`src/rtl/core/tgarle_pkg.sv`:
```
// Shared constants and types for the run-length TGA truecolor decoder.
`default_nettype none

package tgarle_pkg;

    // Width of the pixel counters of one image.
    localparam int COUNT_WIDTH = 32;

    // Width of the product of two 16-bit size registers.
    localparam int PROD_WIDTH = 32;

    // Largest pixel total that COUNT_WIDTH bits hold, one bit wider than the product.
    localparam logic [PROD_WIDTH:0] COUNT_MAX =
        (PROD_WIDTH + 1)'((34'(1) << COUNT_WIDTH) - 34'(1));

    localparam int CFG_INDEX_WIDTH = 2;
    localparam int CFG_DATA_WIDTH  = 16;

    typedef enum logic [CFG_INDEX_WIDTH-1:0] {
        CFG_PIXEL_FORMAT = 2'd0,
        CFG_IMAGE_WIDTH  = 2'd1,
        CFG_IMAGE_HEIGHT = 2'd2
    } cfg_index_t;

    // The format code is also the position of the last byte of a pixel.
    typedef enum logic [1:0] {
        FMT_GRAY8  = 2'd0,
        FMT_BGR16  = 2'd1,
        FMT_BGR24  = 2'd2,
        FMT_BGRA32 = 2'd3
    } pixel_format_t;

    localparam logic [7:0] RUN_FLAG   = 8'h80;
    localparam logic [7:0] COUNT_MASK = 8'h7F;
    localparam logic [7:0] RGB5_MASK  = 8'hF8;

endpackage

`default_nettype wire

```
`src/rtl/core/tga_rle_truecolor_decoder.sv`:
```
// Top level of the run-length TGA truecolor decoder: byte input, pixel request output.
//
//   Channel | Handshake             | Payload
//   --------+-----------------------+----------------------------------------------
//   config  | cfg_write             | cfg_index, cfg_data (16 bits)
//   input   | in_valid / in_ready   | data_byte, frame_start
//   output  | out_valid / out_ready | red_or_gray, green, blue, alpha, run_length,
//           |                       | image_done
//
// One byte is taken per cycle while in_ready is high. Each accepted byte is decoded in
// the cycle it is accepted, and any pixel request it finishes appears in the output
// register at the next edge. The output register is the only buffer: the input
// stalls only while a request sits there and out_ready is low.
// Reset is asynchronous and active low; it restores bgra32 format and a 1x1 image.
// The pixel total is multiplied out when a size register is written, so the next
// cycle may already carry a byte.
`default_nettype none

module tga_rle_truecolor_decoder
    import tgarle_pkg::*;
(
    input  wire logic                       clk,
    input  wire logic                       rst_n,

    input  wire logic                       cfg_write,
    input  wire logic [CFG_INDEX_WIDTH-1:0] cfg_index,
    input  wire logic [CFG_DATA_WIDTH-1:0]  cfg_data,

    input  wire logic                       in_valid,
    output logic                            in_ready,
    input  wire logic [7:0]                 data_byte,
    input  wire logic                       frame_start,

    output logic                            out_valid,
    input  wire logic                       out_ready,
    output logic [7:0]                      red_or_gray,
    output logic [7:0]                      green,
    output logic [7:0]                      blue,
    output logic [7:0]                      alpha,
    output logic [7:0]                      run_length,
    output logic                            image_done
);

    // Configuration registers and the derived pixel total.
    pixel_format_t          fmt_reg;
    logic [15:0]            width_reg;
    logic [15:0]            height_reg;
    logic [COUNT_WIDTH-1:0] total_reg;
    logic [15:0]            width_next;
    logic [15:0]            height_next;
    logic [PROD_WIDTH-1:0]  product;
    logic [COUNT_WIDTH-1:0] total_next;

    // Decoder state.
    logic                   await_reg;
    logic                   run_reg;
    logic [7:0]             left_reg;
    logic [1:0]             pos_reg;
    logic [23:0]            held_reg;
    logic [COUNT_WIDTH-1:0] done_reg;

    logic                   await_next;
    logic                   run_next;
    logic [7:0]             left_next;
    logic [1:0]             pos_next;
    logic [23:0]            held_next;
    logic [COUNT_WIDTH-1:0] done_next;

    // Output register.
    logic                   out_valid_reg;
    logic [7:0]             red_reg;
    logic [7:0]             green_reg;
    logic [7:0]             blue_reg;
    logic [7:0]             alpha_reg;
    logic [7:0]             len_reg;
    logic                   done_flag_reg;

    // Decode signals.
    logic                   in_fire;
    logic                   cur_await;
    logic                   cur_run;
    logic [7:0]             cur_left;
    logic [1:0]             cur_pos;
    logic [23:0]            cur_held;
    logic [COUNT_WIDTH-1:0] cur_done;
    logic [COUNT_WIDTH:0]   remain_diff;
    logic [7:0]             hdr_count;
    logic [7:0]             clamp_count;
    logic [7:0]             c0;
    logic [7:0]             c1;
    logic [7:0]             c2;
    logic [7:0]             c3;
    logic [7:0]             pix_r;
    logic [7:0]             pix_g;
    logic [7:0]             pix_b;
    logic [7:0]             pix_a;
    logic [7:0]             pix_len;
    logic                   produce;
    logic [COUNT_WIDTH-1:0] done_sum;

    // ------------------------------------------------------------------
    // Configuration. The pixel total is computed from the value being
    // written, so it is ready together with the register it depends on.
    // The total saturates when it does not fit in the pixel counters.
    // ------------------------------------------------------------------
    always_comb
    begin
        width_next  = width_reg;
        height_next = height_reg;
        if (cfg_write && cfg_index == CFG_IMAGE_WIDTH)
        begin
            width_next = cfg_data;
        end
        if (cfg_write && cfg_index == CFG_IMAGE_HEIGHT)
        begin
            height_next = cfg_data;
        end
        product = PROD_WIDTH'(width_next) * PROD_WIDTH'(height_next);
        if ({1'b0, product} > COUNT_MAX)
        begin
            total_next = COUNT_WIDTH'(COUNT_MAX);
        end
        else
        begin
            total_next = COUNT_WIDTH'(product);
        end
    end

    always_ff @(posedge clk or negedge rst_n)
    begin
        if (!rst_n)
        begin
            fmt_reg    <= FMT_BGRA32;
            width_reg  <= 16'd1;
            height_reg <= 16'd1;
            total_reg  <= COUNT_WIDTH'(1);
        end
        else if (cfg_write)
        begin
            if (cfg_index == CFG_PIXEL_FORMAT)
            begin
                fmt_reg <= pixel_format_t'(cfg_data[1:0]);
            end
            width_reg  <= width_next;
            height_reg <= height_next;
            total_reg  <= total_next;
        end
    end

    // ------------------------------------------------------------------
    // Handshake. A new byte is taken whenever the output register is
    // empty or is being emptied in the same cycle.
    // ------------------------------------------------------------------
    assign in_ready = !out_valid_reg || out_ready;
    assign in_fire  = in_valid && in_ready;

    // ------------------------------------------------------------------
    // Byte decode. A frame start byte first clears the decoder state and
    // is then decoded as the first packet header of the image.
    // ------------------------------------------------------------------
    always_comb
    begin
        if (frame_start)
        begin
            cur_await = 1'b1;
            cur_run   = 1'b0;
            cur_left  = 8'd0;
            cur_pos   = 2'd0;
            cur_held  = 24'd0;
            cur_done  = '0;
        end
        else
        begin
            cur_await = await_reg;
            cur_run   = run_reg;
            cur_left  = left_reg;
            cur_pos   = pos_reg;
            cur_held  = held_reg;
            cur_done  = done_reg;
        end

        // Pixels left in the image; the borrow bit means none are left.
        remain_diff = {1'b0, total_reg} - {1'b0, cur_done};
        hdr_count   = (data_byte & COUNT_MASK) + 8'd1;
        if (remain_diff[COUNT_WIDTH])
        begin
            clamp_count = 8'd0;
        end
        else if (remain_diff[COUNT_WIDTH-1:8] != '0)
        begin
            clamp_count = hdr_count;
        end
        else if (remain_diff[7:0] < hdr_count)
        begin
            clamp_count = remain_diff[7:0];
        end
        else
        begin
            clamp_count = hdr_count;
        end

        // Pixel channels: the held bytes with the current byte in the
        // last position of the format.
        c0 = cur_held[7:0];
        c1 = cur_held[15:8];
        c2 = cur_held[23:16];
        c3 = 8'd0;
        case (fmt_reg)
            FMT_GRAY8:  c0 = data_byte;
            FMT_BGR16:  c1 = data_byte;
            FMT_BGR24:  c2 = data_byte;
            default:    c3 = data_byte;
        endcase

        case (fmt_reg)
            FMT_GRAY8:
            begin
                pix_r = c0;
                pix_g = 8'd0;
                pix_b = 8'd0;
                pix_a = 8'd0;
            end
            FMT_BGR16:
            begin
                // Five bits per channel, placed at the top of each byte.
                pix_r = {c1[6:2], 3'b000} & RGB5_MASK;
                pix_g = {c1[1:0], c0[7:5], 3'b000} & RGB5_MASK;
                pix_b = {c0[4:0], 3'b000} & RGB5_MASK;
                pix_a = 8'd0;
            end
            FMT_BGR24:
            begin
                pix_r = c2;
                pix_g = c1;
                pix_b = c0;
                pix_a = 8'd0;
            end
            default:
            begin
                pix_r = c2;
                pix_g = c1;
                pix_b = c0;
                pix_a = c3;
            end
        endcase

        await_next = cur_await;
        run_next   = cur_run;
        left_next  = cur_left;
        pos_next   = cur_pos;
        held_next  = cur_held;
        pix_len    = 8'd0;

        if (cur_await)
        begin
            // Packet header. A raw packet with nothing left to emit is
            // followed directly by another header; a run always takes
            // its pixel bytes.
            run_next   = (data_byte & RUN_FLAG) != 8'd0;
            left_next  = clamp_count;
            pos_next   = 2'd0;
            held_next  = 24'd0;
            await_next = !run_next && clamp_count == 8'd0;
        end
        else if (cur_pos < fmt_reg)
        begin
            // Early byte of a pixel: hold it at its byte lane.
            case (cur_pos)
                2'd0:    held_next = cur_held | {16'd0, data_byte};
                2'd1:    held_next = cur_held | {8'd0, data_byte, 8'd0};
                default: held_next = cur_held | {data_byte, 16'd0};
            endcase
            pos_next = cur_pos + 2'd1;
        end
        else
        begin
            // Last byte of a pixel. A run reports its whole length once.
            pos_next  = 2'd0;
            held_next = 24'd0;
            if (cur_run)
            begin
                pix_len    = cur_left;
                left_next  = 8'd0;
                await_next = 1'b1;
            end
            else
            begin
                if (cur_left != 8'd0)
                begin
                    pix_len   = 8'd1;
                    left_next = cur_left - 8'd1;
                end
                if (left_next == 8'd0)
                begin
                    await_next = 1'b1;
                end
            end
        end

        produce  = pix_len != 8'd0;
        done_sum = cur_done + COUNT_WIDTH'(pix_len);
        done_next = produce ? done_sum : cur_done;
    end

    always_ff @(posedge clk or negedge rst_n)
    begin
        if (!rst_n)
        begin
            await_reg <= 1'b1;
            run_reg   <= 1'b0;
            left_reg  <= 8'd0;
            pos_reg   <= 2'd0;
            held_reg  <= 24'd0;
            done_reg  <= '0;
        end
        else if (in_fire)
        begin
            await_reg <= await_next;
            run_reg   <= run_next;
            left_reg  <= left_next;
            pos_reg   <= pos_next;
            held_reg  <= held_next;
            done_reg  <= done_next;
        end
    end

    // ------------------------------------------------------------------
    // Output register. Valid is set by a byte that completes a request and
    // cleared when the request is taken without a replacement.
    // ------------------------------------------------------------------
    always_ff @(posedge clk or negedge rst_n)
    begin
        if (!rst_n)
        begin
            out_valid_reg <= 1'b0;
        end
        else if (in_fire)
        begin
            out_valid_reg <= produce;
        end
        else if (out_ready)
        begin
            out_valid_reg <= 1'b0;
        end
    end

    always_ff @(posedge clk)
    begin
        if (in_fire && produce)
        begin
            red_reg       <= pix_r;
            green_reg     <= pix_g;
            blue_reg      <= pix_b;
            alpha_reg     <= pix_a;
            len_reg       <= pix_len;
            done_flag_reg <= done_sum == total_reg;
        end
    end

    assign out_valid   = out_valid_reg;
    assign red_or_gray = red_reg;
    assign green       = green_reg;
    assign blue        = blue_reg;
    assign alpha       = alpha_reg;
    assign run_length  = len_reg;
    assign image_done  = done_flag_reg;

endmodule

`default_nettype wire

```
`config.mk`:
```
export PLATFORM = sky130hd
export DESIGN_NAME = tga_rle_truecolor_decoder
export DESIGN_NICKNAME = d
export VERILOG_FILES = /design/src/rtl/core/tgarle_pkg.sv /design/src/rtl/core/tga_rle_truecolor_decoder.sv
export SDC_FILE = /design/constraint.sdc
export NUM_CORES = 1
export LEC_CHECK = 0
export ABC_AREA = 1
export BUFFER_PORTS_ARGS = -buffer_cell sky130_fd_sc_hd__buf_4
export CAP_MARGIN = 20
export CORE_MARGIN = 3
export CORE_UTILIZATION = 35
export CTS_CLUSTER_SIZE = 12
export DETAILED_ROUTE_END_ITERATION = 8
export GPL_TIMING_DRIVEN = 0
export PLACE_DENSITY_LB_ADDON = 0.08
export REMOVE_ABC_BUFFERS = 1
export SLEW_MARGIN = 20
export SYNTH_ARGS = -nofsm -noshare
export SYNTH_HDL_FRONTEND = slang
export SYNTH_SLANG_ARGS = --single-unit
```
`constraint.sdc`:
```
create_clock -name clk -period 8.2 [get_ports clk]
set_input_delay 2.05 -clock clk [delete_from_list [all_inputs] [get_ports clk]]
set_output_delay 2.05 -clock clk [all_outputs]
set_load 0.05 [all_outputs]
```
## Word level (Yosys, flattened, before mapping)

Index checks and enable logic that the tools add are counted.

- Input bits: 32
- Register bits: 176
- Output and inout port bits: 43

- Order comparisons: 2
- Multipliers: 1
- Reductions and logical operators: 19
- Equal/unequal tests: 6
- $add $sub $neg: 5
- Bitwise operators: 3
- Mux-type cells: 41

Operators by type and width:

| operator | number |
|---|---|
| $mux W8 | 17 |
| $mux W24 | 3 |
| $mux W32 | 2 |
| $pmux W24 S2 | 1 |
| $pmux W8 S2 | 3 |
| $sub A32 B32 Y33 | 1 |
| $add A32 B8 Y32 | 1 |
| $eq A32 B32 Y1 | 1 |
| $mul A16 B16 Y32 | 1 |
| $mux W16 | 2 |
| $or A24 B16 Y24 | 1 |
| $or A24 B24 Y24 | 1 |
| $or A24 B8 Y24 | 1 |
| $reduce_bool A24 Y1 | 1 |
| $logic_not A8 Y1 | 2 |
| $reduce_bool A8 Y1 | 2 |
| $mux W1 | 10 |
| $add A7 B1 Y8 const B | 1 |
| $lt A8 B8 Y1 | 1 |
| $sub A8 B1 Y8 const B | 1 |
| $eq A2 B1 Y1 const B | 3 |
| $logic_not A2 Y1 | 3 |
| $mux W2 | 3 |
| $logic_and A1 B1 Y1 | 5 |
| other kinds (8) | 10 |

## Depth between registers and ports, before layout

- Word-level depth: 11
- Depth in mapped cells: 32
- Gate-level depth less buffers: 31

## Worst setup path before layout

No wires, ideal clock.

- Path kind: input port to flip-flop
- From: input port cfg_write
- To: register total_reg[26]
- Setup slack: 0.087 ns
- Path buffers: 3
- Data arrival time: 7.979 ns
- Setup time: 0.135 ns
- Stages: 24
- Path through: clkbuf_1 -> nand3_1 -> clkbuf_1 -> o21ai_0 -> clkbuf_1 -> nand2_1 -> fa_1 -> fa_1 -> fa_1 -> fa_1 -> inv_1 -> fa_1 -> fa_1 -> ha_1 -> a21oi_1 -> a21boi_1 -> o21ai_1 -> a21oi_1 -> o21bai_1 -> nand2_1 -> nand2_1 -> or2_0 -> nand3_1 -> o21ai_0

- Longest elaborated chain between the ends: 3

RTL lines:

| what | line | RTL |
|---|---|---|
| start: declaration | tga_rle_truecolor_decoder.sv:25 | `input wire logic cfg_write,` |
| $logic_and A1 B1 Y1 (on tied branches) | tga_rle_truecolor_decoder.sv:110, tga_rle_truecolor_decoder.sv:114 |  |
| $mux W16 (on tied branches) | tga_rle_truecolor_decoder.sv:110, tga_rle_truecolor_decoder.sv:114 |  |
| $mul A16 B16 Y32 | tga_rle_truecolor_decoder.sv:118 | `product = PROD_WIDTH'(width_next) * PROD_WIDTH'(height_next);` |
| end signal: assignment | tga_rle_truecolor_decoder.sv:146 | `total_reg <= total_next;` |
| end: declaration | tga_rle_truecolor_decoder.sv:48 | `logic [COUNT_WIDTH-1:0] total_reg;` |

Parallel ways exist; a longest one is shown, timed or not.
A chain may end at the register's enable or synchronous reset.

## Worst setup path in the final report

- From: input port cfg_index[1]
- To: register total_reg[29]

- Longest elaborated chain between the ends: 4

RTL lines:

| what | line | RTL |
|---|---|---|
| start: declaration | tga_rle_truecolor_decoder.sv:26 | `input wire logic [CFG_INDEX_WIDTH-1:0] cfg_index,` |
| $eq A2 B1 Y1 or $eq A2 B2 Y1 (tied branches) | tga_rle_truecolor_decoder.sv:110, tga_rle_truecolor_decoder.sv:114 |  |
| $logic_and A1 B1 Y1 (on tied branches) | tga_rle_truecolor_decoder.sv:110, tga_rle_truecolor_decoder.sv:114 |  |
| $mux W16 (on tied branches) | tga_rle_truecolor_decoder.sv:110, tga_rle_truecolor_decoder.sv:114 |  |
| $mul A16 B16 Y32 * | tga_rle_truecolor_decoder.sv:118 |  |

Mark *: on every way between the ends. The rest lies on a longest branch, timed or not.

==> flow_summary.ini <==
[yosys]
synth-async-reset-ratio = 0.767
synth_edf_count = 41
synthFlopType = dfrtp_1
synth_cells = 2783
ys_ff_latch = 176
synth_area_sq_um = 20600
yosysSeqAreaShare = 0.224
yosys_warnings = 0
synth.distinct_cells = 55
syn_avg_cell_area_sq_um = 7.41

[routing]
num_vias = 18025
drt_wl_total_mm = 64.9
first_pass_iters = 7
vias_per_cell = 4.93
antenna_left = 0
drc_errors = 0
wl_per_cell_um = 17.8
drt_first_iter_violations = 1107

[clocking]
htree_num_levels = 4
cts.clk_slew.worst_paths_ns = 0.08
root_buffer = clkbuf_16
tritoncts = done
cts_sinks = 176
cts_made_buffers = 17
clk-insertion-delay-late_ns = 0.49
cts.path.max_buffers = 2

[timing]
min_period_over_period = 0.979
hold_viol_final = 0
slew_headroom = 0.274
worst_clock_skew_ns = 0.0242
tightest_slew_ns = 1.09
setup_viol = 0
timing.fmax_ghz = 0.125
fin_setup_tns_ns = 0
rsz0062_at_grt = true
slew_violations = 0
min_period_ns = 8.03

[grt]
grt_pass1_vias = 18470
grt_util_met1 = 0.276
grt_pass1_wl_mm = 103
grt.overflow.total = 0
met2_usage = 0.362
gr-max-usage-layer = met2
grtUsageTotal = 0.211
antenna_found_initial = 1
grt_max_degree = 73
globalRouteMet3Util = 0.0301

[floorplanning]
coreArea_sq_um = 58000
die_x_um = 249
start_util = 0.356
io_pins = 75
rows = 88
die_h_um = 249
die-area_sq_um = 61900

[worst_setup_path]
path_class = in -> reg
startpoint = cfg_index[1]
cp.required_ns = 8.55
crit_end = total_reg[29]
rr_endpoint = total_reg[29]
rrSetupSlack_ns = 2.12
crit_fanout = 9
r2r_start = width_reg[9]
cp-end-kind = flip-flop
cp.arrival_ns = 8.38
r2r_cells = 25
cp-start-kind = input pin

[status]
status = finished, final reports clean

[placement]
place_inst = 3566
postPlaceCellArea_sq_um = 22200
place_hpwl_mm = 50.8
place.gp.congestion = 0.917
port_buffers = 74

[cells_and_area]
drive_gt1_frac = 0.117
final_core_util = 0.410
design_area_sq_um = 23800
fillers = 5978
stdcell_count = 3653
nets = 3260
diodes = 0
areaGrowthSynthToFinish_pct = 15.4

[job]
drv_cap = 0

[min_path]
hp-start = held_reg[20]
holdCritPathClass = reg -> reg
[area by class of cell]
cell class / instances / area [sq um] / share of cell area
multi-input cells: 1949 / 14100 / 0.591
clock inverters: 15 / 213 / 0.00893
flip-flops and latches: 176 / 4620 / 0.194
inverters: 590 / 2260 / 0.0948
well taps: 765 / 957 / 0.0402
repair buffers: 141 / 1270 / 0.0535
clock buffers: 17 / 425 / 0.0179
[cells by family (layout without fill, tap and decap cells)]
group,Yosys count,after routing,share of synthesized area
buf+inv,661,763,0.121
fa+ha+maj,353,353,0.285
flops,176,176,0.224
xor+xnor,99,99,0.0420
simple gates,1137,1140,0.230
compound gates,357,357,0.0972
[what timing repair did]
item,4_1_cts,5_1_grt
gates resized for setup,50,49
pin swaps,9,13
setup endpoints to repair,22,13
endpoints found under the hold margin,0,0
cloned,2,1
buffers inserted,20,32
hold buffers,0,0
[Yosys cell counts, types with 25 or more instances]
master	n	area share
nand3_1	97	0.024
xor2_1	65	0.028
dfrtp_1	129	0.16
xnor2_1	34	0.014
nand2_1	636	0.12
ha_1	157	0.095
o21ai_0	154	0.037
edfxtp_1	41	0.060
nor2_1	291	0.053
fa_1	196	0.19
inv_1	566	0.10
o22ai_1	32	0.0097
a21oi_1	89	0.022
o21ai_1	25	0.0061
clkbuf_1	61	0.011
[per-stage QoR]
stage / worst slack [ns] / hold WS (ns)
floorplan: -0.360 / 0.464
CTS: 0.000281 / 0.503
global placement: -3.25 / 0.476
global route: -0.0510 / 0.525
detailed placement: -2.17 / 0.480
finish: 0.168 / 0.500
[worst min path at each step]
| stage | to | depth (start not counted) | slack (ns) |
|---|---|---|---|
| finish | held_reg[20] | 1 | 0.50 |
| floorplan | held_reg[11] | 1 | 0.46 |
| detailed placement | held_reg[13] | 1 | 0.48 |
| global route | held_reg[13] | 1 | 0.52 |
| CTS | held_reg[20] | 1 | 0.50 |
| global placement | held_reg[13] | 1 | 0.48 |
[cells in the final DEF (no fill, tap or decap), types with 6 or more instances in the layout]
cell,count
inv_2,16
o21ai_4,28
o21ai_1,10
o21ai_2,8
nand3_4,6
nand2_1,632
clkinvlp_4,9
nor3_2,6
o21ai_0,137
dfstp_2,6
or2_2,6
a21oi_2,8
a31oi_1,11
nand2_2,14
ha_2,6
buf_4,118
a32o_1,9
nor2_2,23
xnor2_1,34
fa_1,195
nor4_1,7
edfxtp_1,41
a21oi_1,80
o22ai_1,32
nor2_4,6
nor2_1,288
buf_12,7
inv_1,556
o221ai_1,10
xor2_1,65
clkbuf_16,17
nand4_1,22
nor3_1,17
dfrtp_1,129
nand3_1,92
ha_1,151
buf_6,8
[critical path, stage by stage]
cell        delay, ns
buf_4            0.16
clkinvlp_4       0.20
buf_4            0.20
nand3_4          0.13
nand2_1          0.13
o21ai_4          0.17
clkinvlp_4       0.29
buf_4            0.20
nor2_1           0.12
fa_1             0.48
fa_1             0.48
fa_1             0.54
fa_1             0.44
fa_1             0.49
inv_1            0.05
fa_2             0.57
inv_1            0.06
ha_2             0.30
nand2_1          0.12
inv_1            0.07
nand2_1          0.08
o221ai_1         0.12
nand2_1          0.10
nand3_2          0.12
a31o_2           0.24
or2_2            0.28
nand3_2          0.09
o21ai_0          0.09
[layer usage]
metal,wire length (um),up-vias,share of wire
li1,-,8807,-
met1,29100,8738,0.45
met2,31600,382,0.49
met3,2590,98,0.040
met4,1640,0,0.025
met5,0,-,0
Power is not shown: default switching activity piles up to over one toggle a cycle in this logic, so the estimate is an artifact.
